**src/erf_pkg.sv**
```systemverilog
// erf_pkg: types and constants shared by the etherbone request framer
// no dependencies
`timescale 1ns / 1ps
`default_nettype none

package erf_pkg;

  localparam int unsigned MAX_READS   = 60;
  localparam int unsigned CMDQ_DEPTH  = 4;
  localparam int unsigned CMDQ_AW     = $clog2(CMDQ_DEPTH);
  localparam int unsigned IDX_W       = 7;

  localparam logic [31:0] HDR_WORD0      = 32'h4E6F_1044;
  localparam logic [31:0] HDR_WORD2_BASE = 32'h000F_0000;
  localparam logic [31:0] ADDR_STEP      = 32'd4;

  localparam logic [IDX_W-1:0] IDX_HDR0 = 7'd0;
  localparam logic [IDX_W-1:0] IDX_HDR1 = 7'd1;
  localparam logic [IDX_W-1:0] IDX_HDR2 = 7'd2;
  localparam logic [IDX_W-1:0] IDX_BASE = 7'd3;

  typedef enum logic [1:0] {
    REQ_READ  = 2'd0,
    REQ_WRITE = 2'd1,
    REQ_DATA  = 2'd2,
    REQ_BAD   = 2'd3
  } req_type_t;

  typedef enum logic [1:0] {
    CMD_READ  = 2'd0,
    CMD_WRITE = 2'd1,
    CMD_DATA  = 2'd2,
    CMD_ERROR = 2'd3
  } cmd_kind_t;

  typedef struct packed {
    logic [1:0]  req_type;
    logic [31:0] address;
    logic [7:0]  word_count;
    logic [31:0] data_word;
  } item_t;

  typedef struct packed {
    logic [31:0] packet_word;
    logic        last_word;
    logic        error;
  } result_t;

  typedef struct packed {
    cmd_kind_t   kind;
    logic [31:0] value;
    logic [7:0]  count;
    logic        last;
  } cmd_t;

endpackage

`default_nettype wire

```
**src/etherbone_request_framer.sv**
```systemverilog
// etherbone_request_framer: top level, front checker, command queue, word sequencer
// depends on erf_pkg, erf_front, erf_cmd_queue, erf_back
// when idle, an item goes through the command queue, then the output register
// one input item per cycle unless full; one result word per cycle while popped
// a read request gives 4 + word_count back words, a write header 4, others 1
// reset: synchronous, clears the pending write count, queue pointers and output valid
`timescale 1ns / 1ps
`default_nettype none

module etherbone_request_framer import erf_pkg::*; (
  input  wire logic  clk,
  input  wire logic  rst,
  input  wire logic  push,
  output logic       full,
  input  wire item_t item,
  output logic       empty,
  input  wire logic  pop,
  output result_t    result
);

  logic cmdq_full;
  logic cmdq_push;
  cmd_t cmdq_wdata;
  cmd_t cmdq_rdata;
  logic cmdq_valid;
  logic cmdq_pop;

  erf_front u_front (
    .clk       (clk),
    .rst       (rst),
    .push      (push),
    .full      (full),
    .item      (item),
    .cmdq_full (cmdq_full),
    .cmdq_push (cmdq_push),
    .cmdq_data (cmdq_wdata)
  );

  erf_cmd_queue u_cmdq (
    .clk     (clk),
    .rst     (rst),
    .wr_en   (cmdq_push),
    .wr_data (cmdq_wdata),
    .q_full  (cmdq_full),
    .rd_en   (cmdq_pop),
    .rd_data (cmdq_rdata),
    .q_valid (cmdq_valid)
  );

  erf_back u_back (
    .clk     (clk),
    .rst     (rst),
    .q_valid (cmdq_valid),
    .cmd     (cmdq_rdata),
    .q_pop   (cmdq_pop),
    .empty   (empty),
    .pop     (pop),
    .result  (result)
  );

endmodule

`default_nettype wire

```
**src/erf_front.sv**
```systemverilog
// erf_front: accepts request items, checks them against the pending write
// depends on erf_pkg
`timescale 1ns / 1ps
`default_nettype none

module erf_front import erf_pkg::*; (
  input  wire logic  clk,
  input  wire logic  rst,
  input  wire logic  push,
  output logic       full,
  input  wire item_t item,
  input  wire logic  cmdq_full,
  output logic       cmdq_push,
  output cmd_t       cmdq_data
);

  logic [7:0] writes_remaining;
  logic [7:0] writes_remaining_next;

  assign full      = cmdq_full;
  assign cmdq_push = push && !cmdq_full;

  always_comb begin
    writes_remaining_next = writes_remaining;
    cmdq_data.kind        = CMD_ERROR;
    cmdq_data.value       = item.address;
    cmdq_data.count       = item.word_count;
    cmdq_data.last        = 1'b0;
    case (req_type_t'(item.req_type))
      REQ_READ: begin
        if (writes_remaining == 8'd0 && item.word_count <= 8'(MAX_READS)) begin
          cmdq_data.kind = CMD_READ;
        end
      end
      REQ_WRITE: begin
        if (writes_remaining == 8'd0) begin
          cmdq_data.kind        = CMD_WRITE;
          writes_remaining_next = item.word_count;
        end
      end
      REQ_DATA: begin
        if (writes_remaining != 8'd0) begin
          cmdq_data.kind        = CMD_DATA;
          cmdq_data.value       = item.data_word;
          cmdq_data.last        = (writes_remaining == 8'd1);
          writes_remaining_next = writes_remaining - 8'd1;
        end
      end
      default: begin
        cmdq_data.kind = CMD_ERROR;
      end
    endcase
  end

  always_ff @(posedge clk) begin
    if (rst) begin
      writes_remaining <= 8'd0;
    end else if (cmdq_push) begin
      writes_remaining <= writes_remaining_next;
    end
  end

endmodule

`default_nettype wire

```
**src/erf_cmd_queue.sv**
```systemverilog
// erf_cmd_queue: short command queue between front and back
// depends on erf_pkg
`timescale 1ns / 1ps
`default_nettype none

module erf_cmd_queue import erf_pkg::*; (
  input  wire logic clk,
  input  wire logic rst,
  input  wire logic wr_en,
  input  wire cmd_t wr_data,
  output logic      q_full,
  input  wire logic rd_en,
  output cmd_t      rd_data,
  output logic      q_valid
);

  cmd_t               entries [CMDQ_DEPTH];
  logic [CMDQ_AW-1:0] wr_ptr;
  logic [CMDQ_AW-1:0] rd_ptr;
  logic [CMDQ_AW:0]   fill;

  assign q_full  = (fill == (CMDQ_AW+1)'(CMDQ_DEPTH));
  assign q_valid = (fill != '0);
  assign rd_data = entries[rd_ptr];

  always_ff @(posedge clk) begin
    if (wr_en) begin
      entries[wr_ptr] <= wr_data;
    end
  end

  always_ff @(posedge clk) begin
    if (rst) begin
      wr_ptr <= '0;
      rd_ptr <= '0;
      fill   <= '0;
    end else begin
      if (wr_en) begin
        wr_ptr <= wr_ptr + 1'b1;
      end
      if (rd_en) begin
        rd_ptr <= rd_ptr + 1'b1;
      end
      case ({wr_en, rd_en})
        2'b10:   fill <= fill + 1'b1;
        2'b01:   fill <= fill - 1'b1;
        default: fill <= fill;
      endcase
    end
  end

endmodule

`default_nettype wire

```
**src/erf_back.sv**
```systemverilog
// erf_back: expands queued commands into packet words, one per cycle
// while results are popped; depends on erf_pkg
`timescale 1ns / 1ps
`default_nettype none

module erf_back import erf_pkg::*; (
  input  wire logic clk,
  input  wire logic rst,
  input  wire logic q_valid,
  input  wire cmd_t cmd,
  output logic      q_pop,
  output logic      empty,
  input  wire logic pop,
  output result_t   result
);

  logic [IDX_W-1:0] idx;
  logic [31:0]      addr_acc;
  logic             out_valid;
  logic             advance;
  logic             issue;
  logic             final_word;
  result_t          word;

  assign empty   = !out_valid;
  assign advance = !out_valid || pop;
  assign issue   = advance && q_valid;
  assign q_pop   = issue && final_word;

  // word for the current index of the head command
  always_comb begin
    word       = '0;
    final_word = 1'b1;
    case (cmd.kind)
      CMD_READ, CMD_WRITE: begin
        final_word = (cmd.kind == CMD_READ)
                   ? (idx == IDX_BASE + IDX_W'(cmd.count))
                   : (idx == IDX_BASE);
        case (idx)
          IDX_HDR0: word.packet_word = HDR_WORD0;
          IDX_HDR1: word.packet_word = 32'd0;
          IDX_HDR2: begin
            word.packet_word = (cmd.kind == CMD_READ)
                             ? (HDR_WORD2_BASE | {24'd0, cmd.count})
                             : (HDR_WORD2_BASE | {16'd0, cmd.count, 8'd0});
          end
          IDX_BASE: begin
            word.packet_word = (cmd.kind == CMD_READ) ? 32'd0 : cmd.value;
            word.last_word   = (cmd.count == 8'd0);
          end
          default: begin
            word.packet_word = addr_acc;
            word.last_word   = final_word;
          end
        endcase
      end
      CMD_DATA: begin
        word.packet_word = cmd.value;
        word.last_word   = cmd.last;
      end
      default: begin
        word.error = 1'b1;
      end
    endcase
  end

  always_ff @(posedge clk) begin
    if (issue) begin
      result <= word;
      if (idx == IDX_BASE) begin
        addr_acc <= cmd.value;
      end else begin
        addr_acc <= addr_acc + ADDR_STEP;
      end
    end
  end

  always_ff @(posedge clk) begin
    if (rst) begin
      out_valid <= 1'b0;
      idx       <= '0;
    end else begin
      if (advance) begin
        out_valid <= q_valid;
      end
      if (issue) begin
        idx <= final_word ? '0 : idx + 1'b1;
      end
    end
  end

endmodule

`default_nettype wire

```
**config.mk**
```make
export PLATFORM = sky130hd
export DESIGN_NAME = etherbone_request_framer
export DESIGN_NICKNAME = d
export VERILOG_FILES = /design/src/erf_pkg.sv /design/src/etherbone_request_framer.sv /design/src/erf_front.sv /design/src/erf_cmd_queue.sv /design/src/erf_back.sv
export SDC_FILE = /design/constraint.sdc
export NUM_CORES = 1
export LEC_CHECK = 0
export ABC_AREA = 1
export BUFFER_PORTS_ARGS = -buffer_cell sky130_fd_sc_hd__buf_2
export CAP_MARGIN = 10
export CORE_MARGIN = 2
export CORE_UTILIZATION = 60
export CTS_CLUSTER_SIZE = 16
export DETAILED_ROUTE_END_ITERATION = 8
export PLACE_DENSITY = 0.85
export RECOVER_POWER = 25
export SYNTH_ARGS = -nofsm -noshare
export SYNTH_HDL_FRONTEND = slang
export SYNTH_SLANG_ARGS = --single-unit
```
**constraint.sdc**
```tcl
create_clock -name clk -period 4.64 [get_ports clk]
set_input_delay 0.232 -clock clk [delete_from_list [all_inputs] [get_ports clk]]
set_output_delay 0.232 -clock clk [all_outputs]
set_load 0.05 [all_outputs]
```
==> flow_summary.ini <==
[status]
status = complete, but fails checks
violations = max-capacitance violations, max-slew violations

[floorplanning]
io_pins = 114
core.rowCount = 52
die_h_um = 148
dieWidth_um = 148
dieArea_mm2 = 0.0219
start_util_pct = 61.2
coreArea_mm2 = 0.0203

[sta]
layout_setup_ws_ns = 1.02
setup_viol = 0
post-route-period-util_pct = 78.0
finalHoldViolCount = 0
final.min_clock_period_ns = 3.62
rsz0062_at_grt = false
worst_pin_slew_ns = 1.73
skew_ns = 0.0292
tns_ns = 0
slew_headroom_pct = -15.4
slew_viol_final = 110
fmax_ghz = 0.276

[grt]
antenna_found_initial = 0
use_met1_pct = 39.5
gr-usage-met3_pct = 4.23
grt_max_degree = 72
grt_overflow = 0
grt_usage_pct = 27.5
grt_busiest_layer = met2
grt_pass1_vias = 8960
grt_pass1_wl_um = 47200
grt_util_met2_pct = 43.1

[detailed_routing]
ant_nets = 0
drt_iter0_markers = 1375
vias = 9641
drc = 0
post_drt_via_cell_ratio = 6.10
wl_per_cell_um = 19.4
wl_um = 30700
firstDrtPassIters = 6

[placed_design]
gp_congestion = 0.908
placed_cell_area_mm2 = 0.0132
dp_cells = 1521
io_buffers = 113
post-dp-hpwl_um = 19300
preCtsSetupSlack_ns = 1.09

[yosys]
netlist_area_mm2 = 0.0124
async_flop_share_pct = 0
yosysUniqueCellTypes = 48
synth_top_area_share_pct = 57.6
syn_inst = 1176
synth_area_leaders = edfxtp_1 (58%), nand2_1 (6.7%), o21ai_0 (4.6%), dfxtp_1 (4.0%), nor2_1 (3.7%)
yosys_warnings = 0
avgSynthCellArea_um2 = 10.6
yosysTopAreaCell = edfxtp_1
seq_area_frac_synth_pct = 61.6
ys_seq_elements = 263
syn_nets = 1272
synth-edff-count = 238
synth_flop_cell = edfxtp_1

[power]
clockPowerShare_pct = 24.1
p_total_mw = 9.50
p_leak_nw = 5.36
p_int_mw = 5.61
combPwrFrac_pct = 37.4
switchingPower_mw = 3.89
power_frac_seq_pct = 38.5
irDropWorstVdd_v = 0.000418
p_per_area_mw_per_mm2 = 669
p_sw_share_pct = 40.9

[setup_path]
crit_path_max_fanout = 37
end_kind = flip-flop
required_ns = 5.11
worst_setup_path_start_kind = flip-flop
critPathArrivalTime_ns = 4.09
reg2reg_from = u_back.idx[3]
worstSetupPathType = reg2reg
r2r_end = u_cmdq.fill[2]
r2r_slack_ns = 1.02
rr_worst_depth = 17

[cts]
clk_pin_slew_ns = 0.06
h-tree-depth = 1
cts_root_buf = clkbuf_16
numCtsBuffers = 27
cts_num_sinks = 263
cts_buffer_depth = 3
clock_latency_ns = 0.56
post_cts_buffers = 0
cts_tree = yes

[finish]
fin_nets = 1386
layout-drive-gt1-share_pct = 15.4
finalInstanceArea_mm2 = 0.0142
syn2layout_area_growth_pct = 14.3
instances_no_fill = 1581
n_antenna_cell = 0

[hold_path]
hold_path_startpoint = item[69]
hp-class = in2reg
min_to = u_cmdq.entries[1][38]
min_path_cells = 2

[job]
drv_cap = 2
-- worst max path at each step --
stage                           from              to  cells after the start
CTS                        flip-flop  u_cmdq.fill[2]                     23
finish                 u_back.idx[3]  u_cmdq.fill[2]                     17
global route               flip-flop  u_cmdq.fill[2]                     23
global placement           flip-flop  u_cmdq.fill[2]                     23
detailed placement         flip-flop  u_cmdq.fill[2]                     22
floorplan           u_back.out_valid  u_cmdq.fill[2]                     12
-- Yosys cell counts (2+ instances only) --
cell      count
nand3_1      38
inv_1        81
a31oi_1       7
o21ai_0     114
a32o_1        8
a21oi_1      41
clkbuf_1     28
o31ai_1       5
nor4_1        5
nand2_4       2
nand2_2       8
nor2_2       11
nor2_1      124
nor3_1        9
a211oi_1      3
buf_2        18
inv_2         6
a221oi_1      3
o22ai_1      51
dfxtp_1      25
a22o_1       13
nand2_1     223
xnor2_1       3
mux2_2       32
buf_1         4
edfxtp_1    238
xor2_1       13
nand3b_1      3
o21ai_1       4
ha_1         17
nand3_2       6
nand4_1      16
buf_6         2
-- cell type report --
class	count	area, um^2
Fill cell	1434	6100
Sequential cell	263	7650
Inverter	87	327
Timing Repair Buffer	138	712
Multi-Input combinational cell	773	4230
Clock buffer	30	687
Clock inverter	20	259
Tap cell	270	338
-- sequential cells by signal, indices dropped and copies added, names as in the netlist, named ones only --
register	flops
u_cmdq.fill	3
u_back.out_valid	1
u_back.result	34
u_cmdq.entries	172
u_cmdq.wr_ptr	2
u_back.addr_acc	32
u_front.writes_remaining	8
u_back.idx	7
u_cmdq.rd_ptr	2
-- layout by cell type, fill, tap and decap left out, types with 5 or more instances in the layout --
cell type | synthesis | final
edfxtp_1 | 238 | 238
nand2_1 | 223 | 223
nor2_1 | 124 | 120
o21ai_0 | 114 | 114
inv_1 | 81 | 81
buf_2 | 18 | 70
o22ai_1 | 51 | 51
clkbuf_1 | 28 | 48
a21oi_1 | 41 | 41
nand3_1 | 38 | 38
mux2_2 | 32 | 32
clkbuf_16 | 0 | 27
dfxtp_1 | 25 | 24
ha_1 | 17 | 17
nand4_1 | 16 | 16
a22o_1 | 13 | 13
xor2_1 | 13 | 13
buf_4 | 1 | 13
nor2_2 | 11 | 11
nor3_1 | 9 | 9
dlygate4sd3_1 | 0 | 9
nand2_2 | 8 | 8
a31oi_1 | 7 | 8
a32o_1 | 8 | 8
inv_2 | 6 | 6
nand3_2 | 6 | 6
nor4_1 | 5 | 5
nor2_4 | 1 | 5
o31ai_1 | 5 | 5
bufinv_16 | 0 | 5
-- logic make-up after synthesis --
logic type	after synthesis	synth area share (%)
compound gates	258	12.2
flops	263	61.6
mux	32	2.90
buf+inv	140	4.57
simple gates	449	15.7
fa+ha+maj	18	1.87
xor+xnor	16	1.13
-- metal layers --
| layer | vias to the layer above | part of all wire (%) | routed length (um) |
|---|---|---|---|
| met1 | 4519 | 40 | 12200 |
| li1 | 4411 | - | - |
| met3 | 83 | 11 | 3250 |
| met4 | 0 | 3.2 | 975 |
| met2 | 628 | 47 | 14300 |
| met5 | - | 0 | 0 |
-- stage by stage --
stage	hold slack, ns	utilization (%)
CTS	0.0129	70.3
global route	0.0216	69.9
finish	0.0248	69.9
detailed placement	0.442	65.2
global placement	0.435	65.2
floorplan	0.301	-
-- worst max-delay path, stage by stage (launching register included) --
cell and delay (ns):
dfxtp_1 0.47, nor2_1 0.07, nand3_1 0.08, inv_1 0.08, nand2_1 0.06, clkbuf_1 1.20
inv_1 0.15, nand2_1 0.24, nand3_4 0.12, nand2_2 0.12, inv_1 0.05, ha_1 0.17
inv_1 0.11, fa_1 0.22, a21oi_1 0.07, o21ai_0 0.10, o21ai_0 0.10, a21oi_1 0.12
-- power groups by stage --
| stage | clock network (mW) | registers (mW) | logic [mW] |
|---|---|---|---|
| CTS | 2.31 | 3.63 | 3.55 |
| global placement | 0 | 3.65 | 3.42 |
| floorplan | 0 | 4.20 | 2.05 |
| detailed placement | 0 | 3.67 | 3.51 |
| finish | 2.29 | 3.66 | 3.55 |
| global route | 2.41 | 3.71 | 3.84 |
-- what timing repair did --
item / 4_1_cts / 5_1_grt
hold buffers: 9 / 0
hold endpoints to repair: 38 / 0
gates resized for setup: 0 / 0
No activity file was read; power rests on OpenSTA's default activity.
